<file path="src/hw/rtl/gcdf_pkg.sv">
package gcdf_pkg;

  localparam int unsigned BINS_X = 15;
  localparam int unsigned BINS_Y = 15;
  localparam int unsigned BINS_Z = 15;

  localparam int unsigned ADDR_W = 12;
  localparam int unsigned DEPTH  = 1 << ADDR_W;
  localparam int unsigned PROB_W = 17;
  localparam int unsigned BIN_W  = 8;

  localparam logic [PROB_W-1:0] ONE_Q16 = 17'h10000;

  localparam logic [1:0] KIND_LOAD  = 2'd0;
  localparam logic [1:0] KIND_POINT = 2'd1;
  localparam logic [1:0] KIND_BOX   = 2'd2;

  localparam logic [2:0] REG_X_ORG = 3'd0;
  localparam logic [2:0] REG_Y_ORG = 3'd1;
  localparam logic [2:0] REG_Z_ORG = 3'd2;
  localparam logic [2:0] REG_X_INV = 3'd3;
  localparam logic [2:0] REG_Y_INV = 3'd4;
  localparam logic [2:0] REG_Z_INV = 3'd5;

  // Controller to datapath
  typedef struct packed {
    logic       capture;
    logic       mul;
    logic       dec;
    logic [1:0] axis;
    logic [2:0] pt_idx;
    logic       is_box;
    logic       rd_en;
    logic [2:0] corner;
    logic       bl_a;
    logic       bl_b;
    logic [2:0] bl_cnt;
    logic       pt_acc;
    logic       out_load;
    logic [1:0] out_kind;
  } cmd_t;

  typedef struct packed {
    logic special;
  } sts_t;

  function automatic logic [31:0] bins_of(input logic [1:0] axis);
    case (axis)
      2'd0:    bins_of = 32'(BINS_X);
      2'd1:    bins_of = 32'(BINS_Y);
      default: bins_of = 32'(BINS_Z);
    endcase
  endfunction

  // Flat grid address, wraps modulo the table depth
  function automatic logic [ADDR_W-1:0] corner_addr(input logic [BIN_W-1:0] ix,
                                                    input logic [BIN_W-1:0] iy,
                                                    input logic [BIN_W-1:0] iz,
                                                    input logic [2:0] k);
    logic [ADDR_W-1:0] x, y, z;
    x = ADDR_W'(ix) + ADDR_W'(k[2]);
    y = ADDR_W'(iy) + ADDR_W'(k[1]);
    z = ADDR_W'(iz) + ADDR_W'(k[0]);
    corner_addr = (x * ADDR_W'(BINS_Y + 1) + y) * ADDR_W'(BINS_Z + 1) + z;
  endfunction

endpackage

</file>
<file path="src/hw/rtl/gcdf_ctrl.sv">
module gcdf_ctrl (
  input  logic            clk_i,
  input  logic            rst_ni,
  input  logic            in_valid_i,
  output logic            in_stall_o,
  input  logic [1:0]      kind_i,
  output logic            out_valid_o,
  input  logic            out_stall_i,
  output gcdf_pkg::cmd_t  cmd_o,
  input  gcdf_pkg::sts_t  sts_i
);
  import gcdf_pkg::*;

  localparam logic [3:0] ST_IDLE = 4'd0;
  localparam logic [3:0] ST_MUL  = 4'd1;
  localparam logic [3:0] ST_DEC  = 4'd2;
  localparam logic [3:0] ST_CHK  = 4'd3;
  localparam logic [3:0] ST_RD   = 4'd4;
  localparam logic [3:0] ST_WAIT = 4'd5;
  localparam logic [3:0] ST_BLA  = 4'd6;
  localparam logic [3:0] ST_BLB  = 4'd7;
  localparam logic [3:0] ST_PACC = 4'd8;
  localparam logic [3:0] ST_FIN  = 4'd9;

  logic [3:0] state_q, state_d;
  logic [1:0] kind_q, kind_d;
  logic [1:0] axis_q, axis_d;
  logic [2:0] pt_q, pt_d;
  logic [2:0] cnt_q, cnt_d;
  logic       oval_q, oval_d;
  logic       accept;

  assign in_stall_o  = (state_q != ST_IDLE);
  assign accept      = in_valid_i && (state_q == ST_IDLE);
  assign out_valid_o = oval_q;

  always_comb begin
    state_d = state_q;
    kind_d  = kind_q;
    axis_d  = axis_q;
    pt_d    = pt_q;
    cnt_d   = cnt_q;
    oval_d  = oval_q && out_stall_i;
    cmd_o          = '0;
    cmd_o.axis     = axis_q;
    cmd_o.pt_idx   = pt_q;
    cmd_o.is_box   = (kind_q == KIND_BOX);
    cmd_o.corner   = cnt_q;
    cmd_o.bl_cnt   = cnt_q;
    cmd_o.out_kind = kind_q;
    case (state_q)
      ST_IDLE: begin
        if (accept) begin
          cmd_o.capture = 1'b1;
          kind_d = kind_i;
          axis_d = 2'd0;
          pt_d   = 3'd0;
          if (kind_i == KIND_POINT || kind_i == KIND_BOX) state_d = ST_MUL;
          else state_d = ST_FIN;
        end
      end
      ST_MUL: begin
        cmd_o.mul = 1'b1;
        state_d = ST_DEC;
      end
      ST_DEC: begin
        cmd_o.dec = 1'b1;
        if (axis_q == 2'd2) begin
          state_d = ST_CHK;
        end else begin
          axis_d  = axis_q + 2'd1;
          state_d = ST_MUL;
        end
      end
      ST_CHK: begin
        cnt_d = 3'd0;
        state_d = sts_i.special ? ST_PACC : ST_RD;
      end
      ST_RD: begin
        cmd_o.rd_en = 1'b1;
        cnt_d = cnt_q + 3'd1;
        if (cnt_q == 3'd7) state_d = ST_WAIT;
      end
      ST_WAIT: begin
        cnt_d = 3'd0;
        state_d = ST_BLA;
      end
      ST_BLA: begin
        cmd_o.bl_a = 1'b1;
        state_d = ST_BLB;
      end
      ST_BLB: begin
        cmd_o.bl_b = 1'b1;
        cnt_d = cnt_q + 3'd1;
        state_d = (cnt_q == 3'd6) ? ST_PACC : ST_BLA;
      end
      ST_PACC: begin
        cmd_o.pt_acc = 1'b1;
        if (kind_q == KIND_BOX && pt_q != 3'd7) begin
          pt_d    = pt_q + 3'd1;
          axis_d  = 2'd0;
          state_d = ST_MUL;
        end else begin
          state_d = ST_FIN;
        end
      end
      ST_FIN: begin
        if (!oval_q || !out_stall_i) begin
          cmd_o.out_load = 1'b1;
          oval_d  = 1'b1;
          state_d = ST_IDLE;
        end
      end
      default: state_d = ST_IDLE;
    endcase
  end

  always_ff @(posedge clk_i or negedge rst_ni) begin
    if (!rst_ni) begin
      state_q <= ST_IDLE;
      kind_q  <= KIND_LOAD;
      axis_q  <= 2'd0;
      pt_q    <= 3'd0;
      cnt_q   <= 3'd0;
      oval_q  <= 1'b0;
    end else begin
      state_q <= state_d;
      kind_q  <= kind_d;
      axis_q  <= axis_d;
      pt_q    <= pt_d;
      cnt_q   <= cnt_d;
      oval_q  <= oval_d;
    end
  end

endmodule

</file>
<file path="config.mk">
export PLATFORM = sky130hd
export DESIGN_NAME = gcdf_ctrl
export DESIGN_NICKNAME = d
export VERILOG_FILES = /design/src/hw/rtl/gcdf_pkg.sv /design/src/hw/rtl/gcdf_ctrl.sv
export SDC_FILE = /design/constraint.sdc
export NUM_CORES = 1
export LEC_CHECK = 0
export BUFFER_PORTS_ARGS = -buffer_cell sky130_fd_sc_hd__buf_2
export CORE_MARGIN = 3
export CORE_UTILIZATION = 53
export CTS_CLUSTER_DIAMETER = 40
export DETAILED_ROUTE_END_ITERATION = 12
export PLACE_DENSITY = 0.84
export SLEW_MARGIN = 20
export SYNTH_ARGS = -nofsm -noshare
export SYNTH_HDL_FRONTEND = slang
export SYNTH_SLANG_ARGS = --single-unit
export TNS_END_PERCENT = 30
</file>
<file path="constraint.sdc">
create_clock -name clk_i -period 3.6 [get_ports clk_i]
set_clock_uncertainty 0.2 [all_clocks]
set_input_delay 0.36 -clock clk_i [delete_from_list [all_inputs] [get_ports clk_i]]
set_output_delay 0.36 -clock clk_i [all_outputs]
set_load 0.02 [all_outputs]
</file>
# [After elaboration in Yosys (flattened, before gate mapping)]
# Cells that the tools add are included.
[totals] reg_bits=15 out_inout_bits=24 word_cells=77
[op_classes] add_sub_neg=3 eq_ne=21 n_mux=29 n_reduce_logical=18
[op_table] cell="$pmux 4 s10" n=1
[op_table] cell="$mux 4" n=7
[op_table] cell="$eq 4x3->1 const B" n=4
[op_table] cell="$mux 1" n=12
[op_table] cell="$pmux 3 s2" n=2
[op_table] cell="$ne 2x2->1 const B" n=5
[op_table] cell="$eq 4x2->1 const B" n=2
[op_table] cell="$eq 4x4->1 const B" n=2
[op_table] cell="$mux 2" n=4
[op_table] cell="$add 3x1->3 const B" n=2
[op_table] cell="$eq 2x2->1 const B" n=3
[op_table] cell="$eq 3x3->1 const B" n=2
[op_table] cell="$mux 3" n=2
[op_table] cell="$pmux 2 s3" n=1
[op_table] cell="$reduce_and 3->1" n=2
[op_table] cell="$eq 4x1->1 const B" n=1
[op_table] cell="$logic_not 4->1" n=1
[op_table] cell="$reduce_and 4->1" n=1
[op_table] cell="$reduce_bool 2->1" n=2
[op_table] cell="$reduce_bool 4->1" n=1
[op_table] cell="$reduce_or 2->1" n=2
[op_table] cell="$logic_and 1x1->1" n=3
[op_table] cell="$ne 3x3->1 const B" n=1
[op_table] cell="$reduce_bool 3->1" n=1
[op_table] cell="5 further kinds" n=7

# [Logic depth before layout (Yosys ltp)]
[logic_depth] ltp_word=5 depth_mapped=6 ltp_nobuf=6

# [Worst setup path before layout]
# No wires, ideal clock.
[synth_path] kind="register to register" start="register pt_q[0]" end="register pt_q[0]" arrival_time_ns=1.649 path_stages_with_launch=7 required_ns=3.275 n_path_buf=0 path_slack_ns=1.626 period_less_slack_ns=1.974 path_cell_list="dfrtp_1 -> ha_1 -> ha_1 -> nor3b_2 -> a2111oi_4 -> nand2b_1 -> mux2_2"
[synth_via] elab_chain_cells=4 word_cells_on_any_way=7
[synth_lines] item="start, declared" line="gcdf_ctrl.sv:28" text="logic [2:0] pt_q, pt_d;"
[synth_lines] item="start signal, assigned" line="gcdf_ctrl.sv:130" text="pt_q <= pt_d;"
[synth_lines] item="branches (longest 4 deep; another with $add 3x1->3)"
# Parallel ways; which one is timed is not known. The select of a mux whose other input is x is not followed.
# A chain may end at the register's enable or synchronous reset.

==> impl_metrics.py <==
metrics = {
    "route": {
        "drc": 0,
        "wire_per_inst_um": 12.7,
        "drt_iter0_drc": 15,
        "dr.pass1.iters": 4,
        "wl_met2_um": 913,
        "wl_met1_um": 953,
        "dr.max_layer_used": "met4",
        "avgViaCountPerCell": 5.29,
        "ant_nets": 0,
        "dr_wl_met3_um": 102,
        "num_vias": 825,
        "wl_um": 1980,
    },
    "placement": {
        "port_buffers": 30,
        "dpl.cell_count": 151,
        "placed_cell_area_mm2": 0.00110,
        "dp_hpwl_um": 1530,
        "place_ws_ns": 1.58,
        "gp_congestion": 0.826,
    },
    "worst_setup_path": {
        "regToRegSetupSlack_ns": 1.62,
        "startpoint_type": "flip-flop",
        "cp_max_fo": 14,
        "cp-end-kind": "primary output",
        "reg2reg_depth": 6,
        "slowest_delay_ns": 0.61,
        "cp_slowest_cell": "dfrtp_1",
        "path_cells": "nand2b_1, or3b_1, a21oi_1, buf_2",
        "reg2reg_from": "pt_q[0]$_DFFE_PN0P_",
        "required_ns": 3.04,
        "critical_path_class": "flip-flop to primary output",
        "crit_arrival_ns": 1.80,
        "r2r-end": "pt_q[0]$_DFFE_PN0P_",
    },
    "power_and_ir_drop": {
        "power_density_mw_per_mm2": 861,
        "power_leakage_nw": 0.592,
        "power.total_mw": 0.980,
        "power.share.clock_pct": 9.6,
        "switching_share_pct": 49.9,
        "intPower_mw": 0.491,
        "seqPwrFrac_pct": 35.4,
        "irDropWorstVdd_v": 0.000527,
        "p_sw_mw": 0.489,
        "power_frac_comb_pct": 54.9,
    },
    "status": {
        "status": "complete, no violations",
    },
    "sta": {
        "setup_violations": 0,
        "tightest_slew_ns": 0.593,
        "hold_viol": 0,
        "grt_setup_unrepaired": "no",
        "setup_tns_ns": 0,
        "timing.fmax_ghz": 0.425,
        "finalCritPeriodShare_pct": 65.4,
        "layout_setup_ws_ns": 1.24,
        "min_period_ns": 2.36,
        "maxSlewHeadroom_pct": 60.5,
        "timing.hold.ws_ns": 0.119,
        "maxSlewViolCount": 0,
    },
    "job": {
        "maxCapViolations": 0,
    },
    "logic_synthesis": {
        "synth-simple-area-share_pct": 26.8,
        "synth.avg_cell_area_um2": 9.32,
        "yosysTopAreaCell": "dfrtp_1",
        "synth_compound_area_share_pct": 13.7,
        "yosysTopAreaCellShare_pct": 38.7,
        "ys_ff_latch": 15,
        "ys_warn_count": 0,
        "synthTopCellsByArea": "dfrtp_1 39%, ha_1 7.7%, nor2_1 4.3%, nand2_1 3.5%, mux2_2 3.5%",
        "synthMuxAreaShare_pct": 4.52,
        "synthAdderAreaFrac_pct": 7.74,
        "synth-xor-area-share_pct": 0.903,
        "yosysSeqAreaShare_pct": 38.7,
        "synth_cell_types": 32,
        "synth_top_family_by_area": "simple AND/OR/NAND/NOR gates",
        "syn_area_um2": 970,
        "synth_nets": 117,
        "syn_inst": 104,
    },
    "cells_and_area": {
        "num-nets-final": 146,
        "fin_util_pct": 70.7,
        "syn_to_final_growth_pct": 17.4,
        "fin_cells": 156,
        "design_area_mm2": 0.00114,
        "drive_gt1_share_pct": 30.3,
        "num_antenna_cells": 0,
    },
    "global_routing": {
        "grt_antenna_before_repair": 0,
        "grt_pass1_wl_um": 3380,
        "grt_overflow": 0,
        "grt_use_total_pct": 17.6,
        "grt_pass1_vias": 744,
        "grt_max_degree": 17,
    },
    "floorplan": {
        "initial_core_util_pct": 60.2,
        "die_w_um": 48.8,
        "rows": 14,
        "design.core.area_mm2": 0.00161,
        "dieHeight_um": 48.8,
        "die_area_mm2": 0.00238,
        "ioPinCount": 31,
    },
    "clock_tree": {
        "clkLatencyLatePin_ns": 0.28,
        "cts_buffers": 3,
        "cts_htree_levels": 1,
        "cts_buffer_depth": 2,
        "cts_tree": "built",
        "root_buffer": "clkbuf_4",
        "postCtsSetupRepairBufs": 0,
        "clock-sinks": 15,
        "path_clk_slew_ns": 0.09,
    },
    "min_path": {
        "min_path_cells": 3,
        "hold_path.class": "primary input to flip-flop",
        "min_from": "out_stall_i",
        "worst_hold_path.endpoint": "out_valid_o$_DFF_PN0_",
    },
}
==> kinds of logic after synthesis <==
logic type      count (synthesis)
flops                          15
fa+ha+maj                       6
buf+inv                        14
xor+xnor                        1
simple gates                   47
compound gates                 17
mux                             4
==> repair_timing <==
item                                    in CTS  in global routing
endpoints found under the setup margin       0                  0
resized for setup                            0                  0
endpoints found under the hold margin       15                  0
hold buffers                                 1                  0
==> registers in the layout, summed over array words and instances, names as in the netlist <==
register     cells
axis_q           2
pt_q             3
kind_q           2
state_q          4
cnt_q            3
out_valid_o      1
==> cell type report <==
type / count / area, um^2
Inverter: 7 / 26.3
Clock buffer: 4 / 26.3
Sequential cell: 15 / 375
Fill cell: 142 / 473
Tap cell: 24 / 30.0
Multi-Input combinational cell: 75 / 520
Timing Repair Buffer: 31 / 160
==> cells in the final DEF, fill, tap and decap left out, drive strengths merged, types with 2 or more instances in the layout <==
master / synthesis / final
a21oi: 3 / 3
nand3: 6 / 6
clkbuf: 1 / 4
inv: 7 / 7
o21ai: 5 / 5
ha: 6 / 6
nand2b: 3 / 3
buf: 6 / 30
or2: 2 / 2
nor3: 6 / 6
nor2: 11 / 11
nand4: 2 / 2
nor2b: 4 / 4
o22ai: 2 / 2
a22o: 3 / 3
dfrtp: 15 / 15
mux2: 3 / 3
nand2: 9 / 9
==> worst max-delay path, delay by kind of cell (launching register included) <==
| kind | cells | cell delay [ns] |
|---|---|---|
| buffers and inverters | 1 | 0.17 |
| AOI/OAI and AO/OA | 1 | 0.12 |
| and+or+nand+nor | 2 | 0.61 |
| DFF | 1 | 0.61 |
==> layer usage <==
| layer | up-vias | global-route usage, % |
|---|---|---|
| met4 | 0 | 7.11 |
| li1 | 420 | - |
| met5 | - | 0 |
| met3 | 2 | 3.06 |
| met1 | 378 | 25.0 |
| met2 | 25 | 26.5 |
==> worst max-delay path by stage <==
stage	from	endpoint	slack, ns	depth (start not counted)
floorplan	pt_q[0]$_DFFE_PN0P_	pt_q[0]$_DFFE_PN0P_	1.63	6
global placement	state_q[0]$_DFFE_PN0P_	cmd_o[2]	1.61	4
detailed placement	state_q[0]$_DFFE_PN0P_	cmd_o[2]	1.58	4
CTS	state_q[0]$_DFFE_PN0P_	cmd_o[2]	1.24	4
global route	state_q[0]$_DFFE_PN0P_	cmd_o[2]	1.09	4
finish	state_q[0]$_DFFE_PN0P_	cmd_o[2]	1.24	4
==> synth_stat cells, drive strengths merged <==
cell type,number
dfrtp,15
nor2,11
nand2,9
inv,7
buf,6
ha,6
nand3,6
nor3,6
o21ai,5
nor2b,4
a21oi,3
a22o,3
mux2,3
nand2b,3
nand4,2
o22ai,2
or2,2
a2111oi,1
clkbuf,1
mux2i,1
nor3b,1
nor4b,1
o211ai,1
o22a,1
o311a,1
or3b,1
or4,1
xor2,1
==> power by group through the flow <==
stage	sequential [mW]	combinational, mW	clock [mW]
floorplan	0.349	0.412	0
global placement	0.343	0.531	0
detailed placement	0.349	0.543	0
CTS	0.345	0.546	0.0988
global route	0.363	0.601	0.108
finish	0.347	0.539	0.0946
No activity file was read; power rests on OpenSTA's default activity.
